### config.mk
export PLATFORM = sky130hd
export DESIGN_NAME = udp_for_me_header_parser_top
export DESIGN_NICKNAME = d
export VERILOG_FILES = /design/src/design/ufm_pkg.sv /design/src/design/ufm_hdr_track.sv /design/src/design/udp_for_me_header_parser_top.sv
export SDC_FILE = /design/constraint.sdc
export NUM_CORES = 1
export LEC_CHECK = 0
export ABC_AREA = 1
export BUFFER_PORTS_ARGS = -buffer_cell sky130_fd_sc_hd__buf_4
export CAP_MARGIN = 10
export CORE_ASPECT_RATIO = 0.8
export CORE_UTILIZATION = 60
export CTS_BUF_LIST = sky130_fd_sc_hd__clkbuf_4
export CTS_CLUSTER_SIZE = 20
export DETAILED_ROUTE_END_ITERATION = 6
export PLACE_DENSITY = 0.82
export SETUP_SLACK_MARGIN = 0.05
export SYNTH_ARGS = -nofsm -noshare
export SYNTH_HDL_FRONTEND = slang
export SYNTH_SLANG_ARGS = --single-unit
### constraint.sdc
create_clock -name clk -period 5.6 [get_ports clk]
set_input_delay 0.28 -clock clk [delete_from_list [all_inputs] [get_ports clk]]
set_output_delay 0.28 -clock clk [all_outputs]
set_load 0.005 [all_outputs]
### src/design/ufm_pkg.sv
`default_nettype none

package ufm_pkg;

  // Width of the byte position counter inside a frame.
  localparam int POS_W = 16;

  localparam int MAC_W       = 48;
  localparam int LINK_LEN_W  = 5;
  localparam int CFG_INDEX_W = 4;
  localparam int OFS_W       = 7;

  // Configuration register indexes.
  localparam logic [CFG_INDEX_W-1:0] REG_LOCAL_MAC     = 4'd0;
  localparam logic [CFG_INDEX_W-1:0] REG_LINK_HDR_LEN  = 4'd1;

  localparam logic [LINK_LEN_W-1:0] LINK_LEN_RESET = 5'd14;

  // Protocol constants.
  localparam logic [7:0] IP_PROTO_UDP      = 8'h11;
  localparam logic [3:0] IP_VERSION_4      = 4'd4;
  localparam logic [5:0] IP_HDR_DEFAULT    = 6'd20;
  localparam int         MAC_BYTES         = 6;

  // Byte offsets relative to the start of the IP header; OFS_UDP_HDR is the UDP header length
  localparam logic [OFS_W-1:0] OFS_PROTO      = 7'd9;
  localparam logic [OFS_W-1:0] OFS_DPORT      = 7'd22;
  localparam logic [OFS_W-1:0] OFS_MIN_L3     = 7'd28;
  localparam logic [OFS_W-1:0] OFS_UDP_HDR    = 7'd8;
  localparam logic [OFS_W-1:0] OFS_DPORT_UDP  = 7'd2;

  typedef struct packed {
    logic [MAC_W-1:0]      local_mac;
    logic [LINK_LEN_W-1:0] link_len;
  } ufm_cfg_t;

  typedef struct packed {
    logic        udp_for_me;
    logic [5:0]  ip_header_bytes;
    logic [6:0]  headers_total_bytes;
    logic [15:0] dest_port;
  } ufm_result_t;

endpackage

`default_nettype wire

### src/design/ufm_hdr_track.sv
`default_nettype none

module ufm_hdr_track (
  input  wire logic               clk,
  input  wire logic               rst_n,
  input  wire logic               step,
  input  wire logic [7:0]         frame_byte,
  input  wire logic               frame_last,
  input  wire ufm_pkg::ufm_cfg_t  cfg,
  output ufm_pkg::ufm_result_t    result
);

  logic [ufm_pkg::POS_W-1:0] pos_r, pos_nxt;
  logic        mac_eq_r, mac_eq_nxt;
  logic [3:0]  ver_r, ver_nxt;
  logic [3:0]  hw_r, hw_nxt;
  logic [7:0]  proto_r, proto_nxt;
  logic [15:0] dport_r, dport_nxt;
  logic [15:0] oport_r, oport_nxt;

  logic [ufm_pkg::OFS_W-1:0] l7, proto_at, dport_at, opt_at, min_at, ip7;
  logic [7:0]  want;
  logic        past_ip_start;
  logic        long_enough;
  logic        match;
  logic [5:0]  ip4;

  always_comb begin
    l7       = {2'b00, cfg.link_len};
    proto_at = l7 + ufm_pkg::OFS_PROTO;
    dport_at = l7 + ufm_pkg::OFS_DPORT;
    min_at   = l7 + ufm_pkg::OFS_MIN_L3;

    case (pos_r[2:0])
      3'd0: want = cfg.local_mac[47:40];
      3'd1: want = cfg.local_mac[39:32];
      3'd2: want = cfg.local_mac[31:24];
      3'd3: want = cfg.local_mac[23:16];
      3'd4: want = cfg.local_mac[15:8];
      3'd5: want = cfg.local_mac[7:0];
      default: want = 8'h00;
    endcase

    mac_eq_nxt = mac_eq_r;
    if (pos_r < ufm_pkg::POS_W'(ufm_pkg::MAC_BYTES) && want != frame_byte) begin
      mac_eq_nxt = 1'b0;
    end

    ver_nxt = ver_r;
    hw_nxt  = hw_r;
    if (pos_r == ufm_pkg::POS_W'(l7)) begin
      ver_nxt = frame_byte[7:4];
      hw_nxt  = frame_byte[3:0];
    end

    proto_nxt = proto_r;
    if (pos_r == ufm_pkg::POS_W'(proto_at)) begin
      proto_nxt = frame_byte;
    end

    dport_nxt = dport_r;
    if (pos_r == ufm_pkg::POS_W'(dport_at)) begin
      dport_nxt[15:8] = frame_byte;
    end
    if (pos_r == ufm_pkg::POS_W'(dport_at + 7'd1)) begin
      dport_nxt[7:0] = frame_byte;
    end

    // The option port follows the IHL seen so far, so it is only tracked
    // once the version/IHL byte has gone by.
    opt_at        = l7 + {1'b0, hw_nxt, 2'b00} + ufm_pkg::OFS_DPORT_UDP;
    past_ip_start = pos_r > ufm_pkg::POS_W'(l7);
    oport_nxt     = oport_r;
    if (past_ip_start && pos_r == ufm_pkg::POS_W'(opt_at)) begin
      oport_nxt[15:8] = frame_byte;
    end
    if (past_ip_start && pos_r == ufm_pkg::POS_W'(opt_at + 7'd1)) begin
      oport_nxt[7:0] = frame_byte;
    end

    pos_nxt = pos_r;
    if (pos_r != {ufm_pkg::POS_W{1'b1}}) begin
      pos_nxt = pos_r + ufm_pkg::POS_W'(1);
    end

    // The frame holds pos_r + 1 bytes; it must exceed link length + 28.
    long_enough = pos_r >= ufm_pkg::POS_W'(min_at);
    match = long_enough && proto_nxt == ufm_pkg::IP_PROTO_UDP &&
            ver_nxt == ufm_pkg::IP_VERSION_4 && mac_eq_nxt;
    ip4 = {hw_nxt, 2'b00};
    ip7 = {1'b0, ip4};

    result.udp_for_me = match;
    if (match) begin
      result.ip_header_bytes = ip4;
      result.dest_port       = oport_nxt;
      if (ip4 > ufm_pkg::IP_HDR_DEFAULT) begin
        result.headers_total_bytes = l7 + ip7 + ufm_pkg::OFS_UDP_HDR;
      end else begin
        result.headers_total_bytes = min_at;
      end
    end else begin
      result.ip_header_bytes     = ufm_pkg::IP_HDR_DEFAULT;
      result.dest_port           = dport_nxt;
      result.headers_total_bytes = l7;
    end
  end

  always_ff @(posedge clk) begin
    if (!rst_n || (step && frame_last)) begin
      pos_r    <= '0;
      mac_eq_r <= 1'b1;
      ver_r    <= '0;
      hw_r     <= '0;
      proto_r  <= '0;
      dport_r  <= '0;
      oport_r  <= '0;
    end else if (step) begin
      pos_r    <= pos_nxt;
      mac_eq_r <= mac_eq_nxt;
      ver_r    <= ver_nxt;
      hw_r     <= hw_nxt;
      proto_r  <= proto_nxt;
      dport_r  <= dport_nxt;
      oport_r  <= oport_nxt;
    end
  end

endmodule

`default_nettype wire

### src/design/udp_for_me_header_parser_top.sv
`default_nettype none

// Channel  | Direction | Ports                         | Payload
// ---------+-----------+-------------------------------+---------------------------------
// in_      | slave     | tvalid tready tdata tlast     | tdata: frame_byte; tlast: frame_last
// out_     | master    | tvalid tready tdata tuser     | one result request per frame
// cfg_     | slave     | valid ready index data        | 0: local_mac, 1: link_header_len
//
// One byte is accepted per cycle unless a last byte is held in the input register. Each byte is
// registered there and classified by the header tracker as it leaves; a frame's result loads
// into the output register as its last byte leaves, and is valid from then on until taken.
// Reset is synchronous and active low; it clears the frame state and the valid flags of both registers.
// A last byte waits in the input register only while the output holds an untaken result.
// Configuration writes are always accepted.

module udp_for_me_header_parser_top (
  input  wire logic        clk,
  input  wire logic        rst_n,

  input  wire logic        in_tvalid,
  output logic             in_tready,
  input  wire logic [7:0]  in_tdata,   // [7:0] frame_byte
  input  wire logic        in_tlast,

  output logic             out_tvalid,
  input  wire logic        out_tready,
  output logic [31:0]      out_tdata,  // [5:0] ip_header_bytes, [12:6] headers_total_bytes,
                                       // [28:13] dest_port, [31:29] zero
  output logic             out_tuser,  // [0] udp_for_me

  input  wire logic        cfg_valid,
  output logic             cfg_ready,
  input  wire logic [ufm_pkg::CFG_INDEX_W-1:0] cfg_index,
  input  wire logic [ufm_pkg::MAC_W-1:0]       cfg_data
);

  ufm_pkg::ufm_cfg_t    cfg_r;
  ufm_pkg::ufm_result_t trk_result;
  ufm_pkg::ufm_result_t res_r;

  logic       s1_valid_r;
  logic [7:0] s1_byte_r;
  logic       s1_last_r;
  logic       out_valid_r;
  logic       out_free;
  logic       advance;

  assign cfg_ready = 1'b1;

  always_ff @(posedge clk) begin
    if (!rst_n) begin
      cfg_r.local_mac <= '0;
      cfg_r.link_len  <= ufm_pkg::LINK_LEN_RESET;
    end else if (cfg_valid) begin
      if (cfg_index == ufm_pkg::REG_LOCAL_MAC) begin
        cfg_r.local_mac <= cfg_data;
      end else if (cfg_index == ufm_pkg::REG_LINK_HDR_LEN) begin
        cfg_r.link_len <= cfg_data[ufm_pkg::LINK_LEN_W-1:0];
      end
    end
  end

  assign out_free  = !out_valid_r || out_tready;
  assign advance   = s1_valid_r && (!s1_last_r || out_free);
  assign in_tready = !s1_valid_r || advance;

  always_ff @(posedge clk) begin
    if (!rst_n) begin
      s1_valid_r <= 1'b0;
    end else if (in_tready) begin
      s1_valid_r <= in_tvalid;
    end
  end

  always_ff @(posedge clk) begin
    if (in_tready && in_tvalid) begin
      s1_byte_r <= in_tdata;
      s1_last_r <= in_tlast;
    end
  end

  ufm_hdr_track u_track (
    .clk        (clk),
    .rst_n      (rst_n),
    .step       (advance),
    .frame_byte (s1_byte_r),
    .frame_last (s1_last_r),
    .cfg        (cfg_r),
    .result     (trk_result)
  );

  always_ff @(posedge clk) begin
    if (!rst_n) begin
      out_valid_r <= 1'b0;
    end else if (advance && s1_last_r) begin
      out_valid_r <= 1'b1;
    end else if (out_tready) begin
      out_valid_r <= 1'b0;
    end
  end

  always_ff @(posedge clk) begin
    if (advance && s1_last_r) begin
      res_r <= trk_result;
    end
  end

  assign out_tvalid = out_valid_r;
  assign out_tuser  = res_r.udp_for_me;
  assign out_tdata  = {3'b000, res_r.dest_port, res_r.headers_total_bytes,
                       res_r.ip_header_bytes};

endmodule

`default_nettype wire

* Yosys cells after proc, flatten, opt, wreduce, memory -nomap -nowiden *
Cells that the tools add are included.

operators by class
  eq/ne operators = 16
  add/sub/neg operators = 9
  bitwise gates (word level) = 1
  muxes and demuxes = 13
  order comparisons = 4
  reduce and logical (&&, ||, !) cells = 23

operator list
  kind                                                                           count
  16-bit by 7-bit == test with 1-bit output                                      3
  8-bit case mux with 6 select lines                                             1
  8-bit two-way mux                                                              5
  16-bit == test                                                                 2
  21-bit two-way mux                                                             1
  16-bit by 1-bit adder with 16-bit output, second input constant                1
  7-bit by 1-bit adder with 8-bit output, second input constant                  2
  16-bit by 5-bit == test with 1-bit output                                      1
  16-bit by 7-bit >= comparator with 1-bit output                                1
  16-bit by 5-bit greater-than comparator with 1-bit output                      1
  16-bit by 3-bit less-than comparator with 1-bit output, second input constant  1
  16-bit inequality test, second input constant                                  1
  5-bit by 5-bit adder with 6-bit output, second input constant                  2
  1-bit logical AND                                                              9
  8-bit by 5-bit == test with 1-bit output, second input constant                1
  4-bit two-way mux                                                              2
  8-bit inequality test                                                          1
  5-bit by 6-bit adder with 7-bit output                                         1
  7-bit by 2-bit adder with 7-bit output, second input constant                  1
  7-bit by 4-bit adder with 7-bit output, second input constant                  1
  7-bit two-way mux                                                              1
  5-bit by 4-bit adder with 6-bit output, second input constant                  1
  3-bit by 2-bit == test with 1-bit output, second input constant                2
  3-bit == test, second input constant                                           2
  13 further kinds                                                               22

storage, ports and cells
  register bits = 159
  input bits = 66
  logic and storage cells = 85
  output and inout bits = 36

* Depth between registers and ports, before layout *
  depth in word-level cells = 9
  depth in mapped cells = 30
  depth with buffers taken out = 29

* By module *
A second synthesis with hierarchy kept.

second synthesis, totals
  cell total of the unflattened synthesis = 1435
  area total of the unflattened synthesis = 9854.5 µm²

modules (own cells, without submodules)
  module                        area an instance (µm²)  times used  sequential area each (µm²)  cells each
  ufm_hdr_track                 5836.8                  1           1301.2                      930
  udp_for_me_header_parser_top  4017.6                  1           2272.2                      505

* Worst setup path after synthesis *
OpenSTA, ideal clock, no wires.

  path kind = reg2reg
  from = reg cfg_r[2] (netlist name)
  to = reg res_r, in the netlist out_tdata[13] (data pin)
  slack = 1.309 ns
  period minus slack after synthesis = 4.291 ns
  arrival time = 4.038 ns
  stages on the path, launching flop included = 26
  path buffers = 1
  setup time = 0.252 ns
  required time = 5.348 ns
  path through = dfxtp_1 -> inv_1 -> ha_1 -> nand2_1 -> inv_1 -> nand2_1 -> nor2_4 -> nand2_2 -> buf_6 -> o21ai_0 -> ha_1 -> inv_1 -> fa_1 -> inv_1 -> or2_2 -> nand2_1 -> xor2_1 -> nor2_1 -> nor3b_1 -> nand3_1 -> nor2_2 -> nand3_2 -> nand2_1 -> nand2_1 -> nand2_1 -> nand2_1

RTL lines
  element                 line                                 RTL
  start: declaration      udp_for_me_header_parser_top.sv:37   ufm_pkg::ufm_cfg_t cfg_r;
  end signal: assignment  udp_for_me_header_parser_top.sv:104  res_r <= trk_result;
  end: declaration        udp_for_me_header_parser_top.sv:39   ufm_pkg::ufm_result_t res_r;

==> key figures <==
Synthesis
  – Number of warnings printed during yosys synthesis: 0
  – Async set-or-reset flop fraction in the synthesized netlist: 0
  – Number of flops mapped to enable cells by yosys: 37
  – Post-synthesis sequential element count: about 160
  – Sequential share of the synthesized area: 0.417
  – Post-Syn Area per Cell: roughly 7.3 um^2
  – Cell count after synthesis: roughly 1,200
  – Synthesized cell area: 8430 um^2
  – Synth Flop Type: dfxtp_1
  – Distinct cells, synth: 49

Outcome
  – Status: complete, no violations

Min path
  – Type of the tightest min-delay check: in2reg

Setup path
  – Depth of the most critical reg-to-reg path: 24
  – Required time of the critical path: 5920 ps
  – Worst EP arrival: 5300 ps
  – Worst R2R Setup Slack: roughly 620 ps
  – End of the worst register-to-register path: out_tdata[18]
  – Type of origin of the critical path: register
  – Worst reg2reg path startpoint: cfg_r[2]
  – Start-to-end type of the worst setup path: reg2reg
  – Destination of the critical timing path: out_tdata[18]
  – Crit. End Element: register
  – CP Max Fanout: 15
  – Timing startpoint of the critical path: cfg_r[2]

Floorplan
  – Starting density of the core: 0.618
  – Die outline height: approximately 110 um
  – Count of pins on the block boundary: 102
  – FP Rows: 38
  – Core area: 13,600 um^2
  – Die W: roughly 130 um
  – Overall die area: 14,500 um^2

Route
  – Detailed-routing iteration count for the pre-antenna-repair pass: 5
  – WL per Instance: between 10 and 15 um
  – Final WL: 20.8 mm
  – Remaining antenna violation count after routing: 0
  – Vias per std cell: ~5.4
  – Vias after detailed routing: 7,879
  – Number of DRC markers in iteration 0: between 800 and 900
  – Total DRC errors in the routed layout: 0

Final layout
  – Final design utilization: 0.711
  – Most common library cell in the layout ignoring fill and taps: nand2_1
  – Most used cells in the layout excluding fill and tap cells: nand2_1 (237), inv_1 (168), o21ai_0 (134)
  – Fraction of final layout cells sized beyond drive strength 1: 0.125
  – Filler instances: 1,090
  – NumNets Final: 1,361
  – Area growth, synth to finish: 15.1%
  – Diodes inserted: 0
  – Layout Cells excl Fill: between 1,000 and 1,500

Clock network
  – Clock latency on the worst-skew pair: 550 ps
  – Clock Sinks: 157
  – Number of buffers inserted during clock tree synthesis: 17
  – Level count of the clock H-tree: 4
  – CTS tree: yes
  – Max Buffers Root-to-Sink: 2
  – Root Buffer Master: clkbuf_4
  – Clock edge transition at the registers on the reported setup and hold paths: 150 ps
  – Post-CTS setup buffer count: 0

Timing
  – Final period utilization: 0.889
  – Number of hold violations in the final report: 0
  – Rel. slew slack: 0.471
  – Maximum clock rate: 201 MHz
  – Final setup viols: 0
  – Unrepaired setup endpoints after global routing: false
  – Min Tclk post-route: 4980 ps
  – Summed negative setup slack over all endpoints: 0 ps
  – Clock tree skew after final layout: roughly 19 ps
  – Final Slew Violations: 0
  – Slew at the pin closest to its max-slew limit: 791 ps

Global route
  – First-pass GRT wire length: 34.0 mm
  – Initial antenna violation count: 0
  – All-layer global routing usage: 0.296
  – Largest net degree at the start of global routing: 97
  – Number of global-route vias before repair: approximately 7,000
  – GRT overflow: 0

Power
  – Pleak: 4.42 nW
  – Total Power Consumption: 0.00216 W
  – Total power per unit cell area: 223 nW/um^2
  – Internal power: 0.00152 W
  – Maximum VDD drop: 0.179 mV
  – Share of total power in sequential cells: 0.567
  – Combinational fraction of design power: 0.149
  – Switching pwr: 0.000638 W
  – Net Sw Frac: 0.295
  – Clock Power Share: 0.284

Job
  – Max Cap Viol: 0

Place
  – Port-buffer cells: 95
  – Detailed Place HPWL: approximately 15 mm
  – GP Congestion: 0.913
  – Total instance count after detailed placement: between 1,000 and 1,500
[cells in the mapped netlist (2+ instances only)]
| master | n | share of area |
|---|---|---|
| a21oi_1 | 71 | 0.042 |
| or2_2 | 3 | 0.0022 |
| xnor2_1 | 7 | 0.0073 |
| nor2_2 | 2 | 0.0015 |
| edfxtp_1 | 37 | 0.13 |
| nand3_2 | 2 | 0.0024 |
| nand2_2 | 5 | 0.0037 |
| o221ai_1 | 2 | 0.0021 |
| o21bai_1 | 3 | 0.0027 |
| inv_2 | 3 | 0.0013 |
| nand4_1 | 20 | 0.015 |
| buf_2 | 4 | 0.0024 |
| o21ai_1 | 10 | 0.0059 |
| inv_1 | 168 | 0.075 |
| nand2_1 | 237 | 0.11 |
| a21o_1 | 2 | 0.0018 |
| clkbuf_1 | 33 | 0.015 |
| buf_4 | 9 | 0.0080 |
| ha_1 | 29 | 0.043 |
| conb_1 | 2 | 0.00089 |
| o21ai_2 | 2 | 0.0021 |
| nand3_1 | 39 | 0.023 |
| dfxtp_1 | 120 | 0.28 |
| o22ai_1 | 11 | 0.0082 |
| nor3b_1 | 2 | 0.0018 |
| o211ai_1 | 8 | 0.0071 |
| nor2_1 | 128 | 0.057 |
| nor4_1 | 3 | 0.0022 |
| nor3_2 | 3 | 0.0036 |
| o31ai_1 | 2 | 0.0018 |
| nor2_4 | 4 | 0.0053 |
| or2_1 | 3 | 0.0022 |
| xor2_1 | 20 | 0.021 |
| o2111ai_1 | 3 | 0.0031 |
| nor3_1 | 16 | 0.0095 |
| buf_6 | 2 | 0.0027 |
| o21ai_0 | 135 | 0.080 |
[how the worst min path moves through the flow]
stage	startpoint	end	slack [ps]	cells after the start
floorplan	in_tdata[0]	s1_byte_r[0]	380	0
global placement	cfg_r[12]	cfg_r[12]	440	2
detailed placement	cfg_r[12]	cfg_r[12]	440	2
CTS	cfg_data[37]	cfg_r[42]	0.6	3
global route	cfg_data[37]	cfg_r[42]	0.8	3
finish	cfg_data[37]	cfg_r[42]	20	3
[area by class of cell]
| cell class | count | area [um^2] | area share |
|---|---|---|---|
| inverter | 172 | 646 | 0.0665 |
| timing repair buffer | 130 | 1050 | 0.108 |
| tap | 180 | 225 | 0.0232 |
| sequential | 157 | 3510 | 0.362 |
| clock inverter | 13 | 87.6 | 0.00903 |
| clock buffer | 19 | 143 | 0.0147 |
| multi-input combinational | 787 | 4040 | 0.416 |
[stage by stage]
| step | cell area (um^2) | worst slack (ps) | hold WS, ps |
|---|---|---|---|
| 6_report | 9700 | 624 | 20.4 |
| 5_1_grt | 9700 | 161 | 0.791 |
| 4_1_cts | 9690 | 609 | 0.639 |
| 3_5_place_dp | 9180 | 620 | 438 |
| 3_3_place_gp | 9180 | 850 | 435 |
| 2_1_floorplan | 8450 | 1310 | 379 |
[power groups by stage]
stage / clock, W / sequential [W] / combinational (W)
2_1_floorplan: 0 / 0.00124 / 0.000207
3_3_place_gp: 0 / 0.00125 / 0.000293
3_5_place_dp: 0 / 0.00125 / 0.000301
4_1_cts: 0.000618 / 0.00122 / 0.000318
5_1_grt: 0.000669 / 0.00123 / 0.000364
6_report: 0.000613 / 0.00122 / 0.000323
[sequential cells by signal, summed over array words and instances (netlist names)]
| register | cells |
|---|---|
| out_tvalid | 1 |
| u_track.mac_eq_r | 1 |
| out_tdata | 27 |
| u_track.proto_r | 8 |
| u_track.ver_r | 4 |
| u_track.dport_r | 16 |
| u_track.oport_r | 16 |
| out_tuser | 1 |
| u_track.pos_r | 16 |
| s1_byte_r | 8 |
| cfg_r | 53 |
| s1_last_r | 1 |
| s1_valid_r | 1 |
| u_track.hw_r | 4 |
[critical path, stage by stage (launching register included)]
cell,delay [ps]
dfxtp_1,510
inv_1,230
ha_1,340
nand2_1,50
inv_1,60
nand2_1,80
nor2_4,140
nand2_2,190
o21ai_1,290
ha_1,230
inv_1,60
fa_1,530
inv_1,100
or2_2,280
nand2_1,120
xor2_1,250
nor2_1,70
nor3b_1,190
nand3_1,110
nor2_2,370
nand3_2,250
nand2_1,140
nand2_1,70
nand2_1,60
nand2_1,50
[logic make-up (layout without fill, tap and decap cells)]
group | after synthesis | after routing | share of synthesized area
buf+inv | 222 | 334 | 0.107
other cells | 2 | 6 | 0.000891
xor+xnor | 27 | 27 | 0.0280
compound gates | 253 | 253 | 0.161
simple gates | 471 | 471 | 0.241
flops | 157 | 157 | 0.417
fa+ha+maj | 30 | 30 | 0.0454
[repair_timing]
action / 4_1_cts / 5_1_grt
endpoints found under the setup margin: 0 / 3
hold buffers: 28 / 1
endpoints found under the hold margin: 28 / 1
resized for setup: 0 / 1
[metal layers]
metal  global-route usage  part of all wire  vias to the layer above  routed length (um)
met1                0.425              0.47                     3587                9830
met4               0.0795             0.016                        0                 330
li1                     -                 -                     3963                   -
met2                0.464              0.44                      300                9210
met5                    0                 0                        -                   0
met3               0.0469             0.070                       29                1460
Power figures use the tool's default switching activity.
